**config.mk**
```make
export PLATFORM = sky130hd
export DESIGN_NAME = goal_frame_decoder_with_bearing
export DESIGN_NICKNAME = d
export VERILOG_FILES = /design/src/hdl/gfd_pkg.sv /design/src/hdl/goal_frame_decoder_with_bearing.sv
export VERILOG_INCLUDE_DIRS = /design/src /design/src/hdl
export SDC_FILE = /design/constraint.sdc
export NUM_CORES = 1
export LEC_CHECK = 0
export BUFFER_PORTS_ARGS = -buffer_cell sky130_fd_sc_hd__buf_2
export CAP_MARGIN = 10
export CORE_ASPECT_RATIO = 2
export CORE_MARGIN = 2
export CORE_UTILIZATION = 47
export CTS_CLUSTER_DIAMETER = 80
export CTS_CLUSTER_SIZE = 25
export DETAILED_ROUTE_END_ITERATION = 10
export SLEW_MARGIN = 5
export SYNTH_ARGS = -nofsm -noshare
export SYNTH_HDL_FRONTEND = slang
export SYNTH_SLANG_ARGS = --single-unit
```
**constraint.sdc**
```tcl
create_clock -name clk -period 7.3 [get_ports clk]
set_input_delay 0.365 -clock clk [delete_from_list [all_inputs] [get_ports clk]]
set_output_delay 0.365 -clock clk [all_outputs]
set_load 0.05 [all_outputs]
```
**src/hdl/goal_frame_decoder_with_bearing_assert.svh**
```systemverilog
// Assertion macros for the goal frame decoder.
// Needs a clock named clk and an active-high reset named rst in the including module.
`ifndef GOAL_FRAME_DECODER_WITH_BEARING_ASSERT_SVH
`define GOAL_FRAME_DECODER_WITH_BEARING_ASSERT_SVH

// The consequent must hold in the same cycle as the antecedent.
`define GFD_ASSERT_NOW(label, ante, cons) \
  label: assert property (@(posedge clk) disable iff (rst) (ante) |-> (cons)) \
    else $error("goal frame decoder: assertion failed");

// The consequent must hold in the cycle after the antecedent.
`define GFD_ASSERT_NEXT(label, ante, cons) \
  label: assert property (@(posedge clk) disable iff (rst) (ante) |=> (cons)) \
    else $error("goal frame decoder: assertion failed");

`endif

```
**src/hdl/gfd_pkg.sv**
```systemverilog
// Types and constants for the goal frame decoder.
// No dependencies; imported by goal_frame_decoder_with_bearing and its testbench.
package gfd_pkg;

  localparam logic [7:0] HEADER_BYTE = 8'h41;
  localparam logic signed [8:0] NOT_LOCATED = -9'sd181;
  localparam logic signed [8:0] DEG_MAX = 9'sd180;
  localparam logic signed [8:0] DEG_MIN = -9'sd180;
  localparam logic signed [8:0] DEG_RIGHT = 9'sd90;
  localparam logic signed [8:0] DEG_LEFT = -9'sd90;

  // Configuration register indexes.
  localparam logic [1:0] REG_VIS_MODE = 2'd0;
  localparam logic [1:0] REG_OWN_THR = 2'd1;
  localparam logic [1:0] REG_OPS_THR = 2'd2;

  // Arctangent table: atan(2^-i) in units of 2^-16 degree.
  localparam int TBL_N = 16;
  localparam int TBL_W = 4;
  localparam int ATAN_W = 22;
  localparam logic [ATAN_W-1:0] ATAN_TABLE [TBL_N] = '{
    22'd2949120, 22'd1740967, 22'd919879, 22'd466945,
    22'd234379, 22'd117304, 22'd58666, 22'd29335,
    22'd14668, 22'd7334, 22'd3667, 22'd1833,
    22'd917, 22'd458, 22'd229, 22'd115
  };

  // Vector components carry 16 fraction bits; the angle accumulator too.
  localparam int FRAC_W = 16;
  localparam int VEC_W = 27;
  localparam int ANG_W = 26;
  localparam logic signed [ANG_W-1:0] BASE_POS = 26'sd11796480;
  localparam logic signed [ANG_W-1:0] BASE_NEG = -26'sd11796480;

  localparam int OUT_W = 88;

  typedef enum logic [4:0] {
    ST_RECV = 5'b00001,
    ST_PREP = 5'b00010,
    ST_ITER = 5'b00100,
    ST_FIN  = 5'b01000,
    ST_LOAD = 5'b10000
  } state_t;

endpackage

```
**src/hdl/goal_frame_decoder_with_bearing.sv**
```systemverilog
// Goal frame decoder: after the last frame byte, one shared CORDIC unit finds the
// bearing of the own goal, then of the opposing goal, one step per cycle, and no
// byte is taken meanwhile. Bytes are taken one per cycle while receiving; a frame
// is 7 bytes. A finished result waits in the output register while new bytes
// are taken. Synchronous reset clears the frame position, the sequencer, the
// output valid flag and the configuration registers.
module goal_frame_decoder_with_bearing
  import gfd_pkg::*;
#(
  parameter int ANGLE_ITERATIONS = 12
) (
  input  logic              clk,
  input  logic              rst,
  input  logic              s_axis_tvalid,
  output logic              s_axis_tready,
  input  logic [7:0]        s_axis_tdata,  // rx_byte
  output logic              m_axis_tvalid,
  input  logic              m_axis_tready,
  // own_x, own_y, ops_x, ops_y, own_left_end, own_right_end, ops_left_end,
  // ops_right_end, own_bearing, ops_bearing, own_seen, ops_seen
  output logic [OUT_W-1:0]  m_axis_tdata,
  input  logic              cfg_we,
  input  logic [1:0]        cfg_index,
  input  logic [7:0]        cfg_wdata
);

  localparam int NITER = (ANGLE_ITERATIONS > TBL_N) ? TBL_N : ANGLE_ITERATIONS;
  localparam int ITER_W = $clog2(NITER + 1);

  state_t state;
  logic [2:0] pos;
  logic [7:0] fields [6];
  logic goal_sel;
  logic [ITER_W-1:0] iter;
  logic signed [VEC_W-1:0] re, im;
  logic signed [ANG_W-1:0] z;
  logic signed [8:0] own_brg, ops_brg;
  logic vis_mode;
  logic [7:0] own_thr, ops_thr;
  logic out_valid;
  logic [OUT_W-1:0] out_data;

  logic in_acc;
  logic load_go;
  logic [7:0] gx, gy;
  logic gx_m1, gy_m1;
  logic signed [VEC_W-1:0] re0, im0, re_sh, im_sh;
  logic [ATAN_W-1:0] atan_i;
  logic signed [ANG_W-FRAC_W-1:0] zq, zt;
  logic signed [8:0] ang;
  logic [8:0] own_le, own_re, ops_le, ops_re;
  logic own_seen, ops_seen;

  assign in_acc = s_axis_tvalid && s_axis_tready;
  assign s_axis_tready = (state == ST_RECV);
  assign m_axis_tvalid = out_valid;
  assign m_axis_tdata = out_data;

  // The finished frame moves to the output register once that is free.
  assign load_go = (state == ST_LOAD) && (!out_valid || m_axis_tready);

  // Goal being worked on by the shared unit.
  assign gx = goal_sel ? fields[3] : fields[0];
  assign gy = goal_sel ? fields[4] : fields[1];
  assign gx_m1 = (gx == 8'hFF);
  assign gy_m1 = (gy == 8'hFF);
  assign re0 = {{(VEC_W-8-FRAC_W){gy[7]}}, gy, {FRAC_W{1'b0}}};
  assign im0 = {{(VEC_W-8-FRAC_W){gx[7]}}, gx, {FRAC_W{1'b0}}};

  // One CORDIC step; arithmetic shifts round toward minus infinity.
  assign re_sh = re >>> iter[TBL_W-1:0];
  assign im_sh = im >>> iter[TBL_W-1:0];
  assign atan_i = ATAN_TABLE[iter[TBL_W-1:0]];

  // Whole degrees, truncated toward zero, clamped.
  assign zq = z[ANG_W-1:FRAC_W];
  always_comb begin
    zt = zq;
    if (z[ANG_W-1] && (z[FRAC_W-1:0] != '0)) begin
      zt = zq + 1'b1;
    end
    if (zt > 10'(DEG_MAX)) begin
      ang = DEG_MAX;
    end else if (zt < 10'(DEG_MIN)) begin
      ang = DEG_MIN;
    end else begin
      ang = zt[8:0];
    end
  end

  // Goal ends: x minus and plus half the width.
  assign own_le = {fields[0][7], fields[0]} - {2'b00, fields[2][7:1]};
  assign own_re = {fields[0][7], fields[0]} + {2'b00, fields[2][7:1]};
  assign ops_le = {fields[3][7], fields[3]} - {2'b00, fields[5][7:1]};
  assign ops_re = {fields[3][7], fields[3]} + {2'b00, fields[5][7:1]};

  assign own_seen = vis_mode ? (fields[2] >= own_thr)
                             : !(fields[0] == 8'hFF && fields[1] == 8'hFF);
  assign ops_seen = vis_mode ? (fields[5] >= ops_thr)
                             : !(fields[3] == 8'hFF && fields[4] == 8'hFF);

  always_ff @(posedge clk) begin
    if (rst) begin
      vis_mode <= 1'b0;
      own_thr <= '0;
      ops_thr <= '0;
    end else if (cfg_we) begin
      unique case (cfg_index)
        REG_VIS_MODE: vis_mode <= cfg_wdata[0];
        REG_OWN_THR:  own_thr <= cfg_wdata;
        REG_OPS_THR:  ops_thr <= cfg_wdata;
        default: ;
      endcase
    end
  end

  // Frame bytes: written by position, read at fixed places.
  always_ff @(posedge clk) begin
    if (in_acc && pos >= 3'd1 && pos <= 3'd6) begin
      fields[pos - 3'd1] <= s_axis_tdata;
    end
  end

  always_ff @(posedge clk) begin
    if (rst) begin
      state <= ST_RECV;
      pos <= '0;
      goal_sel <= 1'b0;
      iter <= '0;
      out_valid <= 1'b0;
    end else begin
      if (load_go) begin
        out_valid <= 1'b1;
      end else if (out_valid && m_axis_tready) begin
        out_valid <= 1'b0;
      end
      unique case (state)
        ST_RECV: begin
          if (in_acc) begin
            if (pos == 3'd0 || pos == 3'd7) begin
              pos <= (s_axis_tdata == HEADER_BYTE) ? 3'd1 : 3'd0;
            end else if (pos < 3'd6) begin
              pos <= pos + 3'd1;
            end else begin
              pos <= '0;
              goal_sel <= 1'b0;
              state <= ST_PREP;
            end
          end
        end
        ST_PREP: begin
          iter <= '0;
          // A special case settles the bearing without any iteration.
          if ((gx_m1 && gy_m1) || gy == 8'h00) begin
            if (goal_sel) begin
              state <= ST_LOAD;
            end else begin
              goal_sel <= 1'b1;
            end
          end else begin
            state <= ST_ITER;
          end
        end
        ST_ITER: begin
          if (im == '0 || iter == ITER_W'(NITER - 1)) begin
            state <= ST_FIN;
          end
          iter <= iter + 1'b1;
        end
        ST_FIN: begin
          if (goal_sel) begin
            state <= ST_LOAD;
          end else begin
            goal_sel <= 1'b1;
            state <= ST_PREP;
          end
        end
        ST_LOAD: begin
          if (load_go) begin
            state <= ST_RECV;
          end
        end
        default: state <= ST_RECV;
      endcase
    end
  end

  // Shared CORDIC datapath and bearing registers.
  always_ff @(posedge clk) begin
    unique case (state)
      ST_PREP: begin
        if (gy[7]) begin
          re <= -re0;
          im <= -im0;
          z <= gx[7] ? BASE_NEG : BASE_POS;
        end else begin
          re <= re0;
          im <= im0;
          z <= '0;
        end
        if (gx_m1 && gy_m1) begin
          if (goal_sel) ops_brg <= NOT_LOCATED;
          else own_brg <= NOT_LOCATED;
        end else if (gy == 8'h00) begin
          if (goal_sel) begin
            ops_brg <= (gx == 8'h00) ? 9'sd0 : (gx[7] ? DEG_LEFT : DEG_RIGHT);
          end else begin
            own_brg <= (gx == 8'h00) ? 9'sd0 : (gx[7] ? DEG_LEFT : DEG_RIGHT);
          end
        end
      end
      ST_ITER: begin
        if (im != '0) begin
          if (!im[VEC_W-1]) begin
            re <= re + im_sh;
            im <= im - re_sh;
            z <= z + ANG_W'(atan_i);
          end else begin
            re <= re - im_sh;
            im <= im + re_sh;
            z <= z - ANG_W'(atan_i);
          end
        end
      end
      ST_FIN: begin
        if (goal_sel) ops_brg <= ang;
        else own_brg <= ang;
      end
      default: ;
    endcase
  end

  always_ff @(posedge clk) begin
    if (state == ST_LOAD && (!out_valid || m_axis_tready)) begin
      out_data <= {ops_seen, own_seen, ops_brg, own_brg, ops_re, ops_le, own_re, own_le,
                   fields[4], fields[3], fields[1], fields[0]};
    end
  end

`include "goal_frame_decoder_with_bearing_assert.svh"

  `GFD_ASSERT_NEXT(a_last_byte_starts, in_acc && pos == 3'd6, state == ST_PREP)
  `GFD_ASSERT_NOW(a_iter_bound, state == ST_ITER, iter < ITER_W'(NITER))
  `GFD_ASSERT_NEXT(a_load_shows, state == ST_LOAD && (!out_valid || m_axis_tready),
                   m_axis_tvalid && state == ST_RECV)
  `GFD_ASSERT_NOW(a_bearing_range, m_axis_tvalid,
                  $signed(m_axis_tdata[76:68]) >= NOT_LOCATED &&
                  $signed(m_axis_tdata[76:68]) <= DEG_MAX &&
                  $signed(m_axis_tdata[85:77]) >= NOT_LOCATED &&
                  $signed(m_axis_tdata[85:77]) <= DEG_MAX)

endmodule

```
==> impl_results.md <==
* Worst-path cell chain: clkinv_1 > a211o_1 > or4b_4 > and2_1 > nor3_2 > a31oi_1 > xor2_1 > ha_1 > and3_1 > and2_1 > o31ai_1 > a31oi_1 > a311o_1 > a21oi_1 > xor2_1 > o21ai_0
* Fin area at about 22000 um^2
* Hold buffer count at cts at 0
* Antenna Cells at 0
* LEAKAGE at between 8 and 9 nW
* Worst Path Arrival at about 6.4 ns
* Hold Vio Cnt, Final at 0
* Fill cells at 4021
* Slew @ Worst Pin at between 1 and 1.5 ns
* WL per Instance at 21.03 um
* Fin Setup TNS at 0 ns
* Worst Path Max Fanout at between 40 and 50
* Root buffer cell: clkbuf_16
* CTS buffer count at 17
* Crit-path leading delay family: compound AO/OA/AOI/OAI gates
* GP Congestion at 1.071
* Die width at 151.3 um
* Period utilisation layout at a little over four fifths
* Distinct cells, synth at 88
* Peak Freq at between 150 and 200 MHz
* CTS tree: done
* Multi-input gate area at 12000 um^2
* Slew Viols, Final at 0
* GR Util All Layers at 24.94%
* Register area at roughly 7600 um^2
* Die H at between 200 and 300 um
* Mapped Nets at 2273
* Clock Tree Buf Depth at 3
* Commonest cells post-synth: 232 x edfxtp_1, 207 x nor2_1, 160 x a21oi_1
* Post-Syn Instances at 2097
* Slowest CP cell: o31ai_1
* Initial antenna violation count at 0
* RSZ-0062 raised after global routing: no
* Area after DPL at roughly 21000 um^2
* Worst Setup Start Kind: register
* Yosys warns at 0
* Layout area overhead at 7.692%
* Synth async-reset ratio at 0%
* CP peak stage delay at between 0.7 and 0.8 ns
* Seq/Total Area, Yosys at between 30% and 40%
* DRT Pass-1 Iters at 5
* Global-route wire length before repair at between 80 and 90 mm
* Crit path buffers/inverters at 1
* Core area at about 43000 um^2
* Vias per std cell at 6.041
* Maximum resistive drop on vdd at ~0.18 mV
* Worst endpoint required time at approximately 7.6 ns
* Crit end category: register
* DRC at 0
* Cell Area, Synth at roughly 20000 um^2
* Hold Path Class: input port to register
* Pin count of the biggest net entering global routing at roughly 80
* CTS Sinks at roughly 260
* CP Class: register to register
* Tot Pwr at ~2.8 mW
* Slew margin rel. at 23.95%
* Cell Pwr Density at roughly 130 nW/um^2
* Vias in the first global route at approximately 16000
* #FFs+latches synth at about 260
* Rows at 108
* Synth area leader: edfxtp_1
* Clock Pin Slew Worst Setup and Hold Paths at 0.10 ns
* Synth top area cells: edfxtp_1 34%, ha_1 9.0%, mux4_2 4.4%
* Grt total ovfl at 0
* Mean Syn Cell Area at 9.727 um^2
* Initial Util at 47.32%
* CTS H-tree depth at 1
* IO Port Bufs at around 110
* Main flop type after synthesis: edfxtp_1
* Post-CTS setup repair buffer count at 0
* Via count at between 15000 and 20000
* Clk_lat worst skew at around 0.55 ns
* Final WL at around 57 mm
* Status: finished clean
* Final setup viols at 0
* Top cell type's share of synthesized area at roughly a third
* Resize count post-CTS at 0
* Fin crit period at between 6 and 7 ns
* DR iter-0 viols at about 1200
* Max-cap viol count at 0
* Final Hold Slack at 0.05950 ns
* Clock Skews at a little over 0.04 ns
* Count leader, synth: edfxtp_1
* Final net count at ~2300
* # IOs at 113
* Post-DP HPWL at around 43 mm
* Number of flops mapped to enable cells by yosys at 232
* Detail Route Antenna Nets at 0
* Die area at about 45000 um^2
* Layout cells sized above 1 at between 10 and 15%
## path summary, 6_finish.rpt
path | slack (ns) | cells after the start | startpoint | end
max | 1.14 | 16 | iter[3] | im[19]
min | 0.06 | 3 | cfg_wdata[4] | own_thr[4]
max reg2reg | 1.14 | 16 | iter[3] | im[19]
min reg2reg | 0.40 | 0 | own_brg[4] | m_axis_tdata[72]
## layout make-up
type | instances | area share (%)
clock inverters | 4 | 0.3475
well taps | 550 | 3.133
inverters | 100 | 1.709
multi-input cells | 1637 | 54.61
flip-flops and latches | 263 | 34.60
repair buffers | 137 | 3.463
clock buffers | 26 | 2.136
## placed cells by master (no fill, tap or decap), drive strengths merged, types with 8 or more instances in the layout
master and count:
nor3 50, mux2i 83, a21boi 8, ha 146
nand2b 30, o21bai 15, o211ai 13, clkbuf 26
nand3b 9, xor2 63, xnor2 94, o31ai 8
a21o 37, nor2b 26, a21oi 160, a211oi 24
mux4 40, mux2 30, o21ai 113, or3 10
inv 98, nor4 15, and2 25, nand2 144
nand4 20, buf 137, a31oi 34, nand3 38
a22oi 8, dfxtp 31, edfxtp 232, nor3b 11
nor2 207, o21a 23, or2 16, and3 22
a211o 8
## metrics by stage
step / setup slack [ns] / std cells / utilization, %
after floorplan: 1.515 / 2097 / -
after CTS: 1.205 / 2717 / 50.96
after global placement: 1.345 / 2687 / 49.69
final: 1.141 / 2717 / 50.96
after detailed placement: 1.228 / 2687 / 49.69
after global routing: 0.6576 / 2717 / 50.96
## where the power goes
| part | switching [mW] | total [mW] | internal, mW |
|---|---|---|---|
| sequential | 0.00768 | 1.63 | 1.62 |
| combinational | 0.0700 | 0.112 | 0.0416 |
| clock | 0.552 | 1.07 | 0.523 |
## metal layers
metal	routed length [um]	track usage (%)
met1	24190	33.78
met2	27680	41.49
met3	2962	1.985
met4	2303	9.257
met5	0	0
## cells by family after synthesis
kind of cell	after synthesis	share of synthesized area [%]
AND/OR/NAND/NOR	648	15.53
adder cells (fa/ha/maj)	153	9.643
multiplexers	153	10.15
flip-flops	263	37.20
AO/OA/AOI/OAI	525	16.55
buffers and inverters	197	4.079
XOR/XNOR	158	6.852
## worst reg2reg max path, delay by kind of cell, from the launching register on
kind	cells	cell delay [ns]
AO/OA/AOI/OAI	7	2.37
AND/OR/NAND/NOR	5	1.48
buffers and inverters	1	0.71
flip-flops	1	0.65
XOR/XNOR	2	0.35
adder cells (fa/ha/maj)	1	0.34
## sequential cells by signal, indices dropped and copies added, names as in the netlist
register / count
im: 27
m_axis_tdata: 86
goal_sel: 1
own_thr: 8
m_axis_tvalid: 1
pos: 3
iter: 4
z: 26
own_brg: 9
ops_brg: 9
vis_mode: 1
ops_thr: 8
fields: 48
state: 5
re: 27
(Power assumes the default switching activity.)
